<file path="src/rtl/ecc_pkg.sv">
`timescale 1ns / 1ps
// ----------------------------------------------------------------------------
// ecc_pkg: shared types and constants of the edge convexity classifier
// Table depths, datapath widths, word codes and the multiply step list.
// ----------------------------------------------------------------------------
package ecc_pkg;

	// table depths and coordinate width
	localparam int VERTEX_DEPTH   = 4096;
	localparam int HALFEDGE_DEPTH = 16384;
	localparam int COORD_WIDTH    = 32;
	localparam int VA_W = $clog2(VERTEX_DEPTH);
	localparam int HA_W = $clog2(HALFEDGE_DEPTH);

	// field widths
	localparam int KIND_W = 2;
	localparam int VI_W   = 13;
	localparam int HI_W   = 15;
	localparam int TOL_W  = 16;
	localparam int POS_W  = 32;
	localparam int CFG_W  = 16;
	localparam int CIDX_W = 2;
	localparam int CLS_W  = 2;

	// table word widths, then datapath widths: differences, normal, dot product, norm, accumulator
	localparam int VW_W = 3 * COORD_WIDTH;
	localparam int HW_W = HI_W + VI_W;
	localparam int DW   = COORD_WIDTH + 1;
	localparam int NW   = 2 * DW + 1;
	localparam int DDW  = DW + NW + 2;
	localparam int NNW  = 2 * NW + 2;
	localparam int AW   = 2 * DDW + 1;

	// word kinds
	localparam logic [KIND_W-1:0] KIND_WR_VERTEX   = 2'd0;
	localparam logic [KIND_W-1:0] KIND_WR_HALFEDGE = 2'd1;
	localparam logic [KIND_W-1:0] KIND_CLASSIFY    = 2'd2;

	// register indexes
	localparam logic [CIDX_W-1:0] CFG_VERTEX_COUNT   = 2'd0;
	localparam logic [CIDX_W-1:0] CFG_HALFEDGE_COUNT = 2'd1;
	localparam logic [CIDX_W-1:0] CFG_FLAT_TOLERANCE = 2'd2;

	// result classes
	localparam logic [CLS_W-1:0] CLASS_UNKNOWN = 2'd0;
	localparam logic [CLS_W-1:0] CLASS_CONCAVE = 2'd1;
	localparam logic [CLS_W-1:0] CLASS_CONVEX  = 2'd2;
	localparam logic [CLS_W-1:0] CLASS_FLAT    = 2'd3;

	localparam logic [TOL_W-1:0] TOL_RESET = 16'd66;

	// sequencer states
	typedef enum logic [3:0] {
		ST_IDLE, ST_RD_H, ST_RD_NX, ST_RD_PV, ST_RD_R, ST_WAIT_R, ST_VCHK,
		ST_RD_VA, ST_RD_VB, ST_RD_VC, ST_RD_VD, ST_WAIT_VD,
		ST_OP_GO, ST_OP_RUN, ST_DONE
	} state_t;

	// multiply-accumulate steps
	typedef enum logic [3:0] {
		OP_N0P, OP_N0M, OP_N1P, OP_N1M, OP_N2P, OP_N2M,
		OP_D0, OP_D1, OP_D2, OP_Q0, OP_Q1, OP_Q2,
		OP_TT, OP_RHS, OP_LHS
	} op_t;

	// command to the shared multiplier
	typedef struct packed {
		logic go;
		logic clr;
		logic sub;
	} mul_cmd_t;

endpackage

</file>
<file path="src/rtl/ecc_mul.sv">
`timescale 1ns / 1ps
// ----------------------------------------------------------------------------
// ecc_mul: shared shift-add multiply-accumulate unit
// Adds or subtracts a*b into the accumulator, one multiplier bit per cycle.
// ----------------------------------------------------------------------------
module ecc_mul (
	input  logic                          clk,
	input  logic                          arst_n,
	input  ecc_pkg::mul_cmd_t             cmd,
	input  logic signed [ecc_pkg::AW-1:0] a,
	input  logic signed [ecc_pkg::AW-1:0] b,
	output logic                          run,
	output logic signed [ecc_pkg::AW-1:0] acc
);
	import ecc_pkg::*;

	logic              run_q;
	logic              neg_q;
	logic [AW-1:0]     ma_q;
	logic [AW-1:0]     mb_q;
	logic signed [AW-1:0] acc_q;

	// run flag drops once the multiplier bits are used up
	always_ff @(posedge clk or negedge arst_n) begin
		if (!arst_n) begin
			run_q <= 1'b0;
		end else if (cmd.go) begin
			run_q <= 1'b1;
		end else if (run_q && (mb_q == '0)) begin
			run_q <= 1'b0;
		end
	end

	// sign-magnitude shift-add step
	always_ff @(posedge clk) begin
		if (cmd.go) begin
			ma_q  <= a[AW-1] ? $unsigned(-a) : $unsigned(a);
			mb_q  <= b[AW-1] ? $unsigned(-b) : $unsigned(b);
			neg_q <= a[AW-1] ^ b[AW-1] ^ cmd.sub;
			if (cmd.clr) begin
				acc_q <= '0;
			end
		end else if (run_q && (mb_q != '0)) begin
			if (mb_q[0]) begin
				acc_q <= neg_q ? acc_q - $signed(ma_q) : acc_q + $signed(ma_q);
			end
			ma_q <= ma_q << 1;
			mb_q <= mb_q >> 1;
		end
	end

	assign run = run_q;
	assign acc = acc_q;

endmodule

</file>
<file path="config.mk">
export PLATFORM = sky130hd
export DESIGN_NAME = ecc_mul
export DESIGN_NICKNAME = d
export VERILOG_FILES = /design/src/rtl/ecc_pkg.sv /design/src/rtl/ecc_mul.sv
export SDC_FILE = /design/constraint.sdc
export NUM_CORES = 2
export LEC_CHECK = 0
export ABC_CLOCK_PERIOD_IN_PS = 15500
export BUFFER_PORTS_ARGS = -buffer_cell sky130_fd_sc_hd__buf_2
export CORE_AREA = 2 2 389 275
export CTS_BUF_LIST = sky130_fd_sc_hd__clkbuf_8
export DETAILED_ROUTE_END_ITERATION = 7
export DIE_AREA = 0 0 391 277
export PLACE_DENSITY_LB_ADDON = 0.15
export SETUP_SLACK_MARGIN = 0.5
export SLEW_MARGIN = 0
export SYNTH_ARGS = -nofsm -noshare
export SYNTH_HDL_FRONTEND = slang
export SYNTH_SLANG_ARGS = --single-unit
</file>
<file path="constraint.sdc">
create_clock -name clk -period 15.5 [get_ports clk]
set_input_delay 2.325 -clock clk [delete_from_list [all_inputs] [get_ports clk]]
set_output_delay 2.325 -clock clk [all_outputs]
set_load 0.005 [all_outputs]
</file>
==> results.sh <==
export IMPL_status="complete, but fails checks"
export IMPL_violations="capacitance limit"
export IMPL_io_buffers=620
export IMPL_overflow=0
export IMPL_viasPerCell=6.68
export IMPL_power_frac_comb_pct=56.1
export IMPL_synth_edff_count=616
export IMPL_timing_fmax_mhz=117
export IMPL_path_max_fanout=7
export IMPL_crit_buf_inv=0
export IMPL_finish_utilization_pct=57.4
export IMPL_start_kind="flip-flop"
export IMPL_p_clk_share_pct=15.9
export IMPL_ant_nets=0
export IMPL_synthArstFlopShare_pct=0.162
export IMPL_crit_arrival_ps=9020
export IMPL_antenna_found_initial=81
export IMPL_synth_commonest_cells="nor2_1 (1003), a21oi_1 (798), edfxtp_1 (616), nand2_1 (512), xor2_1 (452)"
export IMPL_hold_ws_ps=567
export IMPL_die_area_um2=108000
export IMPL_yosysTopAreaCell="edfxtp_1"
export IMPL_fill_cells=9918
export IMPL_period_needed_ps=8520
export IMPL_routed_wl_um=240000
export IMPL_regToRegEndpoint="acc[179]$_SDFFCE_PP0P_"
export IMPL_critPathTopFamily="simple AND/OR/NAND/NOR gates"
export IMPL_clock_latency_ps=830
export IMPL_grt_pass1_vias=50600
export IMPL_ys_types=82
export IMPL_dp_cells=8291
export IMPL_switching_share_pct=49.1
export IMPL_cts_setup_buffers=0
export IMPL_rr_startpoint="ma_q[16]$_DFFE_PP_"
export IMPL_io_pins=621
export IMPL_synth_fp_nets=7187
export IMPL_cts_tree="yes"
export IMPL_syn_area_um2=54000
export IMPL_syn_instance_count=6564
export IMPL_cts_resized=0
export IMPL_ys_ff_latch=617
export IMPL_power_density_nw_per_um2=166
export IMPL_clock_skew_ps=47.7
export IMPL_crit_chain="or4_1 > nor4_1 > nand3_1 > or2_2 > nor2_1 > and3b_1 > and3_1 > and3_1 > a31oi_1 > xnor2_1 > ha_1 > nand2_1 > nor2_1 > nand2_1 > nor3_1 > nand4_1 > nor3_1 > a31oi_1 > o21ai_0 > a31oi_1 > o31ai_1 > xnor2_1 > nor2_1"
export IMPL_start_util_pct=51.4
export IMPL_cts_root_buf="clkbuf_8"
export IMPL_instances_no_fill=8528
export IMPL_r2r_cells=23
export IMPL_worstMarginPinSlew_ps=1480
export IMPL_cp_end_kind="flip-flop"
export IMPL_syn_area_per_cell_um2=8.23
export IMPL_cts_hold_buf=0
export IMPL_peakVddDrop_uv=146
export IMPL_grt_pass1_wl_um=342000
export IMPL_nets=7640
export IMPL_max_cap_violations=1
export IMPL_critical_path_required_ps=16000
export IMPL_cp_slowest_cell="o21ai_0"
export IMPL_num_rows=100
export IMPL_min_period_over_period_pct=55.0
export IMPL_coreArea_um2=105000
export IMPL_p_int_mw=5.09
export IMPL_finalHoldViolCount=0
export IMPL_max_stage_delay_ps=690
export IMPL_synth_flop_cell="edfxtp_1"
export IMPL_synth_most_common_cell="nor2_1"
export IMPL_hold_depth=1
export IMPL_synth_area_leaders="edfxtp_1 (34%), a21oi_1 (7.4%), xor2_1 (7.3%), nor2_1 (7.0%), xnor2_1 (5.4%)"
export IMPL_pwr_share_seq_pct=28.0
export IMPL_critPathKind="flip-flop to flip-flop"
export IMPL_relSlewSlack_pct=0.521
export IMPL_finalSetupViolCount=0
export IMPL_drt_initial_drc_count=9372
export IMPL_min_path_type="flip-flop to flip-flop"
export IMPL_grt_use_total_pct=42.6
export IMPL_min_to="mb_q[118]$_DFFE_PP_"
export IMPL_die_x_um=391
export IMPL_cts_sinks=617
export IMPL_first_pass_iters=6
export IMPL_cp_depth=23
export IMPL_drcViolationCount=0
export IMPL_wl_per_cell_um=28.2
export IMPL_die_height_um=277
export IMPL_clk_transition_reported_paths_ps=70
export IMPL_switchingPower_mw=4.91
export IMPL_p_leak_nw=22.3
export IMPL_drive_gt1_share_pct=13.8
export IMPL_grt_max_degree=239
export IMPL_yosysWarnings=0
export IMPL_setup_tns_ps=0
export IMPL_slew_viol_final=0
export IMPL_cts_buffers_inserted=101
export IMPL_via_count=56900
export IMPL_dp_hpwl_um=195000
export IMPL_syn2layout_area_growth_pct=11.6
export IMPL_r2r_slack_ps=6980
export IMPL_synth_top_area_share_pct=34.2
export IMPL_grt_setup_unrepaired="false"
export IMPL_worstHoldStart="mb_q[119]$_DFFE_PP_"
export IMPL_gp_congestion=1.07
export IMPL_cts_max_level=3
export IMPL_clock_path_buffers=3
export IMPL_yosysSeqAreaShare_pct=34.3
==> metrics by stage <==
step	cell area, um^2	worst slack, ps	power [mW]
after detailed placement	58100	7400	8.10
after global routing	60300	6630	10.4
after CTS	60200	7350	9.70
after global placement	58100	7540	8.10
final	60300	6980	9.99
after floorplan	54000	2760	6.12
==> cell families (layout without fill, tap and decap cells) <==
family          Yosys count  in the layout  share of synthesized area (%)
fa+ha+maj               208            208                           4.83
simple gates           2658           2658                           23.8
other cells               0             52                              0
buf+inv                 416            951                           2.91
flops                   617            617                           34.3
compound gates         1802           1802                           19.9
xor+xnor                788            788                           12.8
mux                      75             75                           1.55
==> flip-flops by register name (all words and copies together) (netlist names) <==
signal / flops
acc: 205
neg_q: 1
mb_q: 205
ma_q: 205
run: 1
==> worst max path at each step <==
stage / start / end / slack [ps]
CTS: ma_q[16]$_DFFE_PP_ / acc[179]$_SDFFCE_PP0P_ / 7350
finish: ma_q[16]$_DFFE_PP_ / acc[179]$_SDFFCE_PP0P_ / 6980
global route: ma_q[16]$_DFFE_PP_ / acc[179]$_SDFFCE_PP0P_ / 6630
detailed placement: ma_q[16]$_DFFE_PP_ / acc[173]$_SDFFCE_PP0P_ / 7400
floorplan: cmd[2] / acc[0]$_SDFFCE_PP0P_ / 2760
global placement: ma_q[39]$_DFFE_PP_ / acc[204]$_SDFFCE_PP0P_ / 7540
==> power by group through the flow <==
stage               combinational [mW]  sequential, mW  clock [mW]
floorplan                         3.51            2.62           0
finish                            5.60            2.80        1.59
global route                      5.96            2.81        1.66
CTS                               5.34            2.76        1.59
global placement                  5.31            2.79           0
detailed placement                5.31            2.79           0
==> per-layer routing <==
metal / GRT usage (%) / vias up / part of all wire, %
met1: 65.1 / 27200 / 43
met2: 54.1 / 4010 / 38
li1: - / 25200 / -
met5: 0 / - / 0.14
met4: 13.7 / 54 / 3.5
met3: 15.6 / 473 / 16
==> cells in the final DEF (no fill, tap or decap), types with 12 or more instances in the layout <==
| cell type | netlist | final |
|---|---|---|
| a211oi_1 | 22 | 22 |
| a21boi_0 | 25 | 25 |
| a21o_1 | 115 | 115 |
| a21oi_1 | 798 | 798 |
| a221oi_1 | 14 | 14 |
| a31oi_1 | 76 | 76 |
| a41oi_1 | 15 | 15 |
| and2_1 | 26 | 26 |
| and3_1 | 31 | 31 |
| buf_2 | 1 | 617 |
| buf_4 | 0 | 45 |
| bufinv_16 | 0 | 12 |
| clkbuf_8 | 0 | 102 |
| clkinv_1 | 1 | 24 |
| clkinv_2 | 0 | 17 |
| diode_2 | 0 | 52 |
| edfxtp_1 | 616 | 616 |
| ha_1 | 207 | 207 |
| inv_1 | 98 | 123 |
| mux2_2 | 70 | 70 |
| nand2_1 | 512 | 512 |
| nand2b_1 | 41 | 41 |
| nand3_1 | 95 | 95 |
| nand4_1 | 163 | 163 |
| nor2_1 | 1003 | 1003 |
| nor2b_1 | 33 | 33 |
| nor3_1 | 191 | 191 |
| nor4_1 | 164 | 162 |
| nor4b_1 | 15 | 15 |
| o211ai_1 | 15 | 15 |
| o21a_1 | 42 | 42 |
| o21ai_0 | 371 | 369 |
| o21bai_1 | 64 | 64 |
| o31ai_1 | 110 | 110 |
| o41ai_1 | 82 | 82 |
| or2_2 | 69 | 68 |
| or3_1 | 160 | 160 |
| or4_1 | 89 | 89 |
| xnor2_1 | 336 | 336 |
| xor2_1 | 452 | 452 |
==> final cells by class <==
type / count / area [um^2] / area share [%]
Clock buffer: 102 / 1400 / 2.33
Tap cell: 1377 / 1720 / 2.86
Sequential cell: 617 / 18500 / 30.7
Multi-Input combinational cell: 5531 / 33900 / 56.3
Clock inverter: 83 / 684 / 1.14
Antenna cell: 52 / 130 / 0.216
Inverter: 99 / 372 / 0.616
Timing Repair Buffer: 667 / 3510 / 5.82
Power figures use the tool's default switching activity.
